===== config.mk =====
export PLATFORM = sky130hd
export DESIGN_NAME = lha_level01_header_parser_core
export DESIGN_NICKNAME = d
export VERILOG_FILES = /design/src/design/lha_pkg.sv /design/src/design/lha_out_skid.sv /design/src/design/lha_level01_header_parser_core.sv
export VERILOG_INCLUDE_DIRS = /design/src /design/src/design
export SDC_FILE = /design/constraint.sdc
export NUM_CORES = 1
export LEC_CHECK = 0
export BUFFER_PORTS_ARGS = -buffer_cell sky130_fd_sc_hd__buf_2
export CELL_PAD_IN_SITES_DETAIL_PLACEMENT = 2
export CELL_PAD_IN_SITES_GLOBAL_PLACEMENT = 2
export CORE_MARGIN = 5
export CORE_UTILIZATION = 44
export DETAILED_ROUTE_END_ITERATION = 7
export HOLD_SLACK_MARGIN = 0.1
export PLACE_DENSITY_LB_ADDON = 0.25
export SETUP_SLACK_MARGIN = 0.4
export SLEW_MARGIN = 25
export SYNTH_ARGS = -nofsm -noshare
export SYNTH_HDL_FRONTEND = slang
export SYNTH_SLANG_ARGS = --single-unit

===== constraint.sdc =====
create_clock -name clk -period 43.5 [get_ports clk]
set_clock_uncertainty 0.2 [all_clocks]
set_input_delay 8.7 -clock clk [delete_from_list [all_inputs] [get_ports clk]]
set_output_delay 8.7 -clock clk [all_outputs]
set_load 0.01 [all_outputs]

===== src/design/assert_macros.svh =====
// Assertion macros shared by the header parser RTL.
// Each macro takes a label, the clock, the active-low reset, and two expressions.
`ifndef ASSERT_MACROS_SVH
`define ASSERT_MACROS_SVH

// The consequent must hold in the same cycle as the antecedent.
`define ASSERT_IMPLIES(lbl, clk, rst_n, ante, cons) \
	lbl: assert property (@(posedge clk) disable iff (!rst_n) (ante) |-> (cons)) \
		else $error("assertion failed: same-cycle implication");

// The consequent must hold in the cycle after the antecedent.
`define ASSERT_NEXT(lbl, clk, rst_n, ante, cons) \
	lbl: assert property (@(posedge clk) disable iff (!rst_n) (ante) |=> (cons)) \
		else $error("assertion failed: next-cycle implication");

`endif


===== src/design/lha_pkg.sv =====
// Shared types and constants for the LHA level 0/1 header parser.
// Used by lha_out_skid and lha_level01_header_parser_core; no dependencies.
package lha_pkg;

	localparam int POS_W      = 9;    // byte position reaches at most 256
	localparam int TDATA_IN_W = 8;
	localparam int TDATA_OUT_W = 176; // 169 field bits padded to whole bytes
	localparam int TUSER_OUT_W = 3;
	localparam int PADDR_W    = 3;

	localparam logic [7:0] MIN_LEN_L0 = 8'd22;
	localparam logic [7:0] MIN_LEN_L1 = 8'd25;
	localparam logic [7:0] LEVEL_MAX  = 8'd1;

	localparam logic [PADDR_W-1:0] ADDR_UNKNOWN_OS = 3'd0;

	typedef enum logic [1:0] {
		PH_IDLE,
		PH_MAIN,
		PH_EXT
	} phase_t;

	typedef enum logic [2:0] {
		ST_OK         = 3'd0,
		ST_BAD_LEVEL  = 3'd1,
		ST_TOO_SHORT  = 3'd2,
		ST_BAD_SUM    = 3'd3,
		ST_PATH_LONG  = 3'd4,
		ST_EXT_SHORT  = 3'd5
	} status_t;

	typedef struct packed {
		status_t       status;
		logic          level;
		logic [39:0]   method_id;
		logic [31:0]   packed_size;
		logic [31:0]   original_size;
		logic [31:0]   dos_timestamp;
		logic [7:0]    path_length;
		logic [7:0]    os_kind;
		logic [15:0]   file_crc;
	} res_t;

endpackage


===== src/design/lha_out_skid.sv =====
// Two-entry result buffer: an output register and a skid register behind it.
// Depends on lha_pkg for the result record type.
`include "assert_macros.svh"

module lha_out_skid (
	input  logic          clk,
	input  logic          arst_n,
	input  logic          in_valid,
	input  lha_pkg::res_t in_res,
	output logic          up_ready,
	output logic          out_valid,
	output lha_pkg::res_t out_res,
	input  logic          out_ready
);
	import lha_pkg::*;

	logic out_valid_q;
	logic skid_valid_q;
	res_t out_res_q;
	res_t skid_res_q;
	logic load_out;

	// The output register can take a new beat when it is empty or draining.
	assign load_out = !out_valid_q || out_ready;

	always_ff @(posedge clk or negedge arst_n) begin
		if (!arst_n) begin
			out_valid_q  <= 1'b0;
			skid_valid_q <= 1'b0;
		end else if (load_out) begin
			out_valid_q  <= skid_valid_q || in_valid;
			skid_valid_q <= 1'b0;
		end else if (in_valid) begin
			skid_valid_q <= 1'b1;
		end
	end

	always_ff @(posedge clk) begin
		if (load_out) begin
			out_res_q <= skid_valid_q ? skid_res_q : in_res;
		end else if (in_valid) begin
			skid_res_q <= in_res;
		end
	end

	assign up_ready  = !skid_valid_q;
	assign out_valid = out_valid_q;
	assign out_res   = out_res_q;

	`ASSERT_IMPLIES(a_skid_behind_out, clk, arst_n, skid_valid_q, out_valid_q)
	`ASSERT_IMPLIES(a_no_push_when_full, clk, arst_n, in_valid, !skid_valid_q)
	`ASSERT_NEXT(a_skid_drains, clk, arst_n, skid_valid_q && out_ready,
		out_valid_q && !skid_valid_q)

endmodule


===== src/design/lha_level01_header_parser_core.sv =====
// Top level of the LHA level 0/1 header parser: stream ports, APB register, parser state.
// Depends on lha_pkg, lha_out_skid and assert_macros.svh.
//
// Usage: archive bytes enter on the s_axis channel, one byte per beat, with
// tuser set on byte 0 of each header. Any beat with tuser set restarts the
// parser and drops a header in progress without a result. The parser gives
// one m_axis beat per header: tuser carries the status code, tdata the fields
// (all zero for an error). After a result, bytes are ignored until the next
// start beat. Level 1 extended headers are skipped by their next-size chain.
// Throughput is one byte per cycle; every byte is handled by combinational
// logic between the parser state registers and the result buffer.
// The result is formed from the byte that ends the header (last base header
// byte, or last extended header byte) and registered in the result buffer.
// When the receiver stalls, one result waits in the output register and a
// second in a skid register; s_axis_tready drops only while the skid is full.
// Reset puts the parser idle, empties the result buffer and clears
// unknown_os_code (APB byte address 0) to zero. Write it only while idle.

`include "assert_macros.svh"

module lha_level01_header_parser_core (
	input  logic                              clk,
	input  logic                              arst_n,
	// APB register port
	input  logic                              psel,
	input  logic                              penable,
	input  logic                              pwrite,
	input  logic [lha_pkg::PADDR_W-1:0]       paddr,
	input  logic [31:0]                       pwdata,
	output logic [31:0]                       prdata,
	output logic                              pready,
	// Byte stream in
	input  logic                              s_axis_tvalid,
	output logic                              s_axis_tready,
	input  logic [lha_pkg::TDATA_IN_W-1:0]    s_axis_tdata,  // [7:0] data_byte
	input  logic                              s_axis_tuser,  // [0] start_of_header
	// Header results out
	output logic                              m_axis_tvalid,
	input  logic                              m_axis_tready,
	// [0] level, [40:1] method_id, [72:41] packed_size, [104:73] original_size,
	// [136:105] dos_timestamp, [144:137] path_length, [152:145] os_kind,
	// [168:153] file_crc, [175:169] zero
	output logic [lha_pkg::TDATA_OUT_W-1:0]   m_axis_tdata,
	output logic [lha_pkg::TUSER_OUT_W-1:0]   m_axis_tuser   // [2:0] status
);
	import lha_pkg::*;

	logic [7:0] unknown_os_q;

	phase_t          phase_q, phase_d;
	logic [POS_W-1:0] pos_q, pos_d;
	logic [7:0]      len_q, len_d;
	logic [7:0]      exp_q, exp_d;
	logic [7:0]      sum_q, sum_d;
	logic            level_q, level_d;
	logic [7:0]      path_q, path_d;
	logic [39:0]     method_q, method_d;
	logic [31:0]     packed_q, packed_d;
	logic [31:0]     orig_q, orig_d;
	logic [31:0]     time_q, time_d;
	logic [7:0]      os_q, os_d;
	logic [15:0]     crc_q, crc_d;
	logic [15:0]     ext_q, ext_d;
	logic [15:0]     ltb_q, ltb_d;

	logic        accept;
	logic [7:0]  b;
	logic        res_valid;
	logic        res_ok;
	status_t     res_status;
	logic        chain;
	logic [7:0]  minlen;
	logic [9:0]  pos_w;
	logic [9:0]  crc_lo_pos;
	res_t        res;
	res_t        out_res;
	logic        out_valid;

	assign accept = s_axis_tvalid && s_axis_tready;
	assign b      = s_axis_tdata;

	// Configuration register.
	assign pready = 1'b1;
	always_ff @(posedge clk or negedge arst_n) begin
		if (!arst_n) begin
			unknown_os_q <= 8'd0;
		end else if (psel && penable && pwrite && pready && paddr == ADDR_UNKNOWN_OS) begin
			unknown_os_q <= pwdata[7:0];
		end
	end
	assign prdata = (paddr == ADDR_UNKNOWN_OS) ? {24'd0, unknown_os_q} : 32'd0;

	assign pos_w      = {1'b0, pos_q};
	assign crc_lo_pos = 10'd22 + {2'd0, path_q};
	assign minlen     = level_q ? MIN_LEN_L1 : MIN_LEN_L0;

	always_comb begin
		phase_d    = phase_q;
		pos_d      = pos_q;
		len_d      = len_q;
		exp_d      = exp_q;
		sum_d      = sum_q;
		level_d    = level_q;
		path_d     = path_q;
		method_d   = method_q;
		packed_d   = packed_q;
		orig_d     = orig_q;
		time_d     = time_q;
		os_d       = os_q;
		crc_d      = crc_q;
		ext_d      = ext_q;
		ltb_d      = ltb_q;
		res_valid  = 1'b0;
		res_ok     = 1'b0;
		res_status = ST_OK;
		chain      = 1'b0;

		if (accept) begin
			if (s_axis_tuser) begin
				phase_d = PH_MAIN;
				pos_d   = 9'd1;
				len_d   = b;
				sum_d   = 8'd0;
				level_d = 1'b0;
				path_d  = 8'd0;
				ltb_d   = 16'd0;
			end else if (phase_q == PH_EXT) begin
				ltb_d = {b, ltb_q[15:8]};
				ext_d = ext_q - 16'd1;
				if (ext_q == 16'd1) begin
					chain = 1'b1;
				end
			end else if (phase_q == PH_MAIN) begin
				if (pos_q == 9'd1) begin
					exp_d = b;
				end else begin
					sum_d = sum_q + b;
				end
				ltb_d = {b, ltb_q[15:8]};
				pos_d = pos_q + 9'd1;

				case (pos_q) inside
					[9'd2:9'd6]: method_d = {method_q[31:0], b};
					9'd7:  packed_d[7:0]   = b;
					9'd8:  packed_d[15:8]  = b;
					9'd9:  packed_d[23:16] = b;
					9'd10: packed_d[31:24] = b;
					9'd11: orig_d[7:0]     = b;
					9'd12: orig_d[15:8]    = b;
					9'd13: orig_d[23:16]   = b;
					9'd14: orig_d[31:24]   = b;
					9'd15: time_d[7:0]     = b;
					9'd16: time_d[15:8]    = b;
					9'd17: time_d[23:16]   = b;
					9'd18: time_d[31:24]   = b;
					9'd20: begin
						if (b > LEVEL_MAX) begin
							res_valid  = 1'b1;
							res_status = ST_BAD_LEVEL;
						end else begin
							level_d = b[0];
							if (len_q < (b[0] ? MIN_LEN_L1 : MIN_LEN_L0)) begin
								res_valid  = 1'b1;
								res_status = ST_TOO_SHORT;
							end
						end
					end
					9'd21: path_d = b;
					[9'd22:9'd511]: begin
						if (pos_w == crc_lo_pos) begin
							crc_d[7:0] = b;
						end else if (pos_w == crc_lo_pos + 10'd1) begin
							crc_d[15:8] = b;
						end else if (level_q && pos_w == crc_lo_pos + 10'd2) begin
							os_d = b;
						end
					end
					default: ;
				endcase

				// End of the base header: byte H+1, where H is the length byte.
				if (pos_q > 9'd20 && pos_q == {1'b0, len_q} + 9'd1) begin
					if (sum_d != exp_q) begin
						res_valid  = 1'b1;
						res_status = ST_BAD_SUM;
					end else if ({1'b0, minlen} + {1'b0, path_q} > {1'b0, len_q}) begin
						res_valid  = 1'b1;
						res_status = ST_PATH_LONG;
					end else if (!level_q) begin
						res_valid = 1'b1;
						res_ok    = 1'b1;
					end else begin
						chain = 1'b1;
					end
				end
			end
		end

		// Follow the extended header chain using the last two bytes seen.
		if (chain) begin
			if (ltb_d == 16'd0) begin
				res_valid = 1'b1;
				res_ok    = 1'b1;
			end else begin
				packed_d = packed_d - {16'd0, ltb_d};
				if (ltb_d < 16'd3) begin
					res_valid  = 1'b1;
					res_status = ST_EXT_SHORT;
				end else begin
					ext_d   = ltb_d;
					phase_d = PH_EXT;
				end
			end
		end

		if (res_valid) begin
			phase_d = PH_IDLE;
		end
	end

	always_comb begin
		res = '0;
		res.status = res_status;
		if (res_ok) begin
			res.level         = level_d;
			res.method_id     = method_d;
			res.packed_size   = packed_d;
			res.original_size = orig_d;
			res.dos_timestamp = time_d;
			res.path_length   = path_d;
			res.os_kind       = level_d ? os_d : unknown_os_q;
			res.file_crc      = crc_d;
		end
	end

	always_ff @(posedge clk or negedge arst_n) begin
		if (!arst_n) begin
			phase_q <= PH_IDLE;
			pos_q   <= '0;
			len_q   <= 8'd0;
			exp_q   <= 8'd0;
			sum_q   <= 8'd0;
			level_q <= 1'b0;
			path_q  <= 8'd0;
			ext_q   <= 16'd0;
			ltb_q   <= 16'd0;
		end else begin
			phase_q <= phase_d;
			pos_q   <= pos_d;
			len_q   <= len_d;
			exp_q   <= exp_d;
			sum_q   <= sum_d;
			level_q <= level_d;
			path_q  <= path_d;
			ext_q   <= ext_d;
			ltb_q   <= ltb_d;
		end
	end

	// Field registers are fully rewritten before any successful result uses them.
	always_ff @(posedge clk) begin
		method_q <= method_d;
		packed_q <= packed_d;
		orig_q   <= orig_d;
		time_q   <= time_d;
		os_q     <= os_d;
		crc_q    <= crc_d;
	end

	lha_out_skid u_out (
		.clk       (clk),
		.arst_n    (arst_n),
		.in_valid  (res_valid),
		.in_res    (res),
		.up_ready  (s_axis_tready),
		.out_valid (out_valid),
		.out_res   (out_res),
		.out_ready (m_axis_tready)
	);

	assign m_axis_tvalid = out_valid;
	assign m_axis_tuser  = out_res.status;
	assign m_axis_tdata  = {7'd0, out_res.file_crc, out_res.os_kind, out_res.path_length,
		out_res.dos_timestamp, out_res.original_size, out_res.packed_size,
		out_res.method_id, out_res.level};

	`ASSERT_NEXT(a_idle_after_result, clk, arst_n, res_valid, phase_q == PH_IDLE)
	`ASSERT_IMPLIES(a_ext_only_level1, clk, arst_n, phase_q == PH_EXT, level_q)

endmodule


## Yosys cells after proc, flatten, opt, wreduce, memory -nomap -nowiden

Index checks and enable logic that the tools add are counted.

- Flip-flop bits (word level): 590
- Bits in latches: 0
- Memory bits (writable): 0
- Bits in read-only memories: 0
- Bits of input ports: 51
- Output and inout port bits: 214
- Word-level logic and storage cells: 401
- Memories: 0

- Add/sub/neg operators: 9
- $mul: 0
- Divide/modulo/power cells: 0
- Magnitude comparators: 9
- Equality and inequality tests: 24
- Shift-type cells: 0
- Muxes and demuxes: 300
- Bitwise gates (word level): 3
- Reductions and logical operators: 20

Operators by type and width:

| operator | number |
|---|---|
| $mux W8 | 145 |
| $mux W16 | 30 |
| $mux W32 | 14 |
| $mux W40 | 5 |
| $mux W172 | 1 |
| $mux W169 | 1 |
| $eq A9 B4 Y1 const B | 8 |
| $mux W3 | 23 |
| $mux W1 | 67 |
| $eq A9 B5 Y1 const B | 5 |
| $sub A32 B16 Y32 | 1 |
| $mux W9 | 3 |
| $eq A9 B10 Y1 | 2 |
| $eq A9 B9 Y1 | 2 |
| $mux W2 | 9 |
| $eq A16 B1 Y1 const B | 1 |
| $logic_not A16 Y1 | 1 |
| $lt A16 B2 Y1 const B | 1 |
| $sub A16 B1 Y16 const B | 1 |
| $add A9 B1 Y10 const B | 1 |
| $add A9 B2 Y10 const B | 1 |
| $add A5 B8 Y9 | 1 |
| $add A5 B8 Y9 const A | 1 |
| $add A8 B1 Y9 const B | 1 |
| other kinds (26) | 40 |

## Longest topological paths before layout

- Depth after elaboration: 31
- Depth in mapped cells: 20
- Mapped depth without buffers: 18

## Modules after synthesis

Synthesis repeated with hierarchy kept, for this count alone.

- Cell total of the unflattened synthesis: 2196
- Area total of the unflattened synthesis: 27533.9 um2

Modules (own cells, without submodules):

| module | instances | cells an instance | area an instance (um2) | seq. area each (um2) |
|---|---|---|---|---|
| lha_level01_header_parser_core | 1 | 1652 | 14980.6 | 5305.1 |
| lha_out_skid | 1 | 544 | 12553.3 | 10380.0 |

## Least setup slack after synthesis

OpenSTA, ideal clock, no wires.

- Kind: input to register
- Start point: input port m_axis_tready
- End point: register u_out.skid_res_q[0] (netlist name) (enable)
- Setup time: 1.855 ns
- Data arrival time: 22.749 ns
- Data required time: 41.445 ns
- Setup slack: 18.695 ns
- Stages on the path: 2
- Buffers on the path: 0
- Cell sequence: nand2b_1 > nor2_1

- Longest elaborated chain between the ends: 3

Ends and longest elaborated chain:

| item | line | RTL |
|---|---|---|
| start, declared | lha_level01_header_parser_core.sv:39 | `input logic m_axis_tready,` |
| $logic_or A1 B1 Y1 | lha_out_skid.sv:24 | `assign load_out = !out_valid_q \|\| out_ready;` |
| $not A1 Y1 (no source line) | n/a |  |
| $reduce_and A2 Y1 (no source line) | n/a |  |
| end signal, assigned | lha_out_skid.sv:42 | `skid_res_q <= in_res;` |
| end, declared | lha_out_skid.sv:20 | `res_t skid_res_q;` |

Every way passes these cells.
A chain may end at the register's enable or synchronous reset.

## Worst setup path after layout

- Start point: input port paddr[1] (netlist name)
- End point: output port prdata[0]

- Longest elaborated chain between the ends: 2

Ends and longest elaborated chain:

| item | line | RTL |
|---|---|---|
| start, declared | lha_level01_header_parser_core.sv:28 | `input logic [lha_pkg::PADDR_W-1:0] paddr,` |
| $logic_not A3 Y1 | lha_level01_header_parser_core.sv:91 | `assign prdata = (paddr == ADDR_UNKNOWN_OS) ? {24'd0, unknown_os_q} : 32'd0;` |
| $mux W8 | lha_level01_header_parser_core.sv:91 |  |
| end, declared | lha_level01_header_parser_core.sv:30 | `output logic [31:0] prdata,` |

Every way passes these cells.

==> reports/qor.csv <==
metric,value,unit
place.port_buffers,208,
dr.pass1.iters,5,
rsz0062_at_grt,false,
core,60470,um2
fill_cells,5818,
viasPerCell,5.827,
yosysUniqueCellTypes,96,
cap_violations,0,
layout.nets,2459,
worstMarginPinSlew,1.121,ns
power,1.451,mW
ant_nets,0,
grt_use_met3,0.04480,
drt_iter0_markers,1244,
ctsResizeCount,0,
post-route-cell-area,30760,um2
die_h,257.2,um
setup_tns,0,ns
post_drt_wl_per_cell,28.13,um
slew-limit-headroom,0.2500,
grt_usage,0.2662,
clkTransAtPathRegs,0.07,ns
cts_buffers,67,
crit_fanout,9,
drive_gt1_frac,0.2283,
critPathLaunchType,input pin,
powerDensity,47.17,nW/um2
stdcell_count,3192,
final_cell_mix,"edfxtp_1, buf_2, mux2_2",
place.detailed.hpwl,55630,um
die_w,257.2,um
cts_hold_buf,0,
drt_wl_total,89810,um
die_area,66170,um2
htree_levels,3,
ios,265,
vdd_drop_max,0.00003558,V
fin_crit,18.58,ns
worst_ep_required_time,34.60,ns
grt_max_degree,157,
critPathCaptureType,output pin,
clock.fmax,0.05382,GHz
leakagePower,14.39,nW
crit_type,in2out,
ys_warn_count,0,
drc_errors,0,
start_util,0.4448,
synth_edf_count,344,
fp-row-count,90,
clock_sinks,590,
finalSetupViolations,0,
fin_util,0.5087,
syn_area,26890,um2
placed_area,28540,um2
grt_pass1_vias,20668,
areaGrowthSynthToFinish,14.38,%
met2_usage,0.4752,
maxSlewViolCount,0,
post-route-period-util,0.4271,
cts_setup_buffers,0,
dp.cells,3069,
grt_overflow,0,
synth_cells,2169,
regArea,15690,um2
yosys_most_used_dff,edfxtp_1,
cts.path.max_buffers,3,
multi_input_area,10400,um2
hp-class,reg2reg,
ys_seq_elements,590,
busiest_layer,met2,
cts_root_buf,clkbuf_16,
clk_latency,0.61,ns
gr-usage-met1,0.3247,
antenna_found_initial,2,
cp.arrival,9.68,ns
vias,18599,
yosysSeqAreaShare,0.5832,
final_common_cell,edfxtp_1,
globalplace.congestion,0.8424,
avgSynthCellArea,12.40,um2
ys_async_sr_fraction,0.1458,
grt_pass1_wl,135500,um
finalHoldViolCount,0,
tritoncts,yes,
status,"complete, no violations",
==> metrics by stage <==
step | hold WS, ns | setup WS, ns
after global routing | 0.2887 | 24.71
final | 0.2752 | 24.92
after detailed placement | 0.2587 | 24.84
after CTS | 0.2766 | 24.86
after global placement | 0.2354 | 24.92
after floorplan | 0.2222 | 18.70
==> synth_stat cells (all sizes together) (7+ instances only) <==
master | number | area [um2]
or3 | 7 | 43.79
and2 | 152 | 950.9
nor3b | 10 | 80.07
buf | 76 | 474.2
a22oi | 26 | 195.2
or4 | 10 | 75.07
dfxtp | 160 | 3203
o31ai | 7 | 52.55
nor4 | 30 | 251.5
xnor2 | 43 | 376.6
and3 | 11 | 68.82
nand3 | 24 | 120.1
o211ai | 8 | 65.06
a211oi | 14 | 140.1
dfrtp | 86 | 2152
nor2 | 122 | 474.2
o21a | 13 | 97.59
nand2b | 23 | 143.9
clkbuf | 68 | 256.5
edfxtp | 344 | 10330
a21oi | 61 | 316.6
nor4b | 9 | 85.08
nor3 | 42 | 231.5
a21o | 137 | 1028
mux2i | 49 | 490.5
inv | 67 | 251.5
a22o | 28 | 245.2
nand2 | 89 | 334.1
o22ai | 9 | 62.56
xor2 | 32 | 287.8
o21ai | 78 | 409.2
mux2 | 170 | 1933
nor2b | 12 | 75.07
ha | 49 | 613.1
nand4 | 12 | 75.07
==> cell type report <==
type / count / area share
clock inverter: 22 / 0.008013
multi-input combinational: 1398 / 0.3381
clock buffer: 100 / 0.06353
inverter: 67 / 0.008175
timing repair buffer: 232 / 0.04031
sequential: 590 / 0.5100
antenna: 1 / 0.00008135
tap: 782 / 0.03181
==> sequential cells by signal (all words and copies together) (netlist names), 9 cells and up <==
| signal | cells |
|---|---|
| crc_q | 16 |
| time_q | 32 |
| method_q | 40 |
| packed_q | 32 |
| u_out.skid_res_q | 172 |
| orig_q | 32 |
| pos_q | 9 |
| u_out.out_res | 172 |
| ltb_q | 16 |
| ext_q | 16 |
==> per-layer routing <==
metal / up-vias / routed length, um
met5: - / 0
met4: 0 / 3427
met3: 173 / 3606
met2: 483 / 45950
met1: 9681 / 36820
li1: 8262 / -
==> power by group <==
| group | leakage (nW) | switching, mW | internal (mW) | total, mW |
|---|---|---|---|---|
| clock | 1.07 | 0.242 | 0.337 | 0.579 |
| combinational | 6.95 | 0.137 | 0.0888 | 0.226 |
| sequential | 6.37 | 0.0307 | 0.616 | 0.647 |
| total | 14.4 | 0.409 | 1.04 | 1.45 |
==> cells by family (layout without fill, tap and decap cells) <==
logic type / after synthesis / count (layout) / share of synthesized area
xor gates and xnor gates: 77 / 77 / 0.02638
and+or+nand+nor: 582 / 582 / 0.1210
other: 2 / 33 / 0.0002792
buffers and inverters: 211 / 421 / 0.03652
muxes: 220 / 220 / 0.09095
AOI/OAI and AO/OA: 435 / 435 / 0.1166
DFF: 590 / 590 / 0.5832
adders and majority gates: 52 / 52 / 0.02503
==> path summary, 6_finish.rpt <==
check | from | end | slack (ns) | cells past startpoint
max | paddr[1] | prdata[0] | 24.92 | 4
min | orig_q[3] | orig_q[3] | 0.28 | 1
max reg2reg | pos_q[8] | u_out.skid_res_q[118] | 36.63 | 15
min reg2reg | orig_q[3] | orig_q[3] | 0.28 | 1
max in group asynchronous | arst_n | u_out.skid_valid_q | 34.04 | 2
min in group asynchronous | arst_n | ext_q[4] | 7.83 | 1
==> worst max-delay path, cell delays in order <==
cell and delay (ns):
buf_2 0.10, nor3_1 0.53, and2_1 0.22, buf_2 0.13
Power figures use the tool's default switching activity.
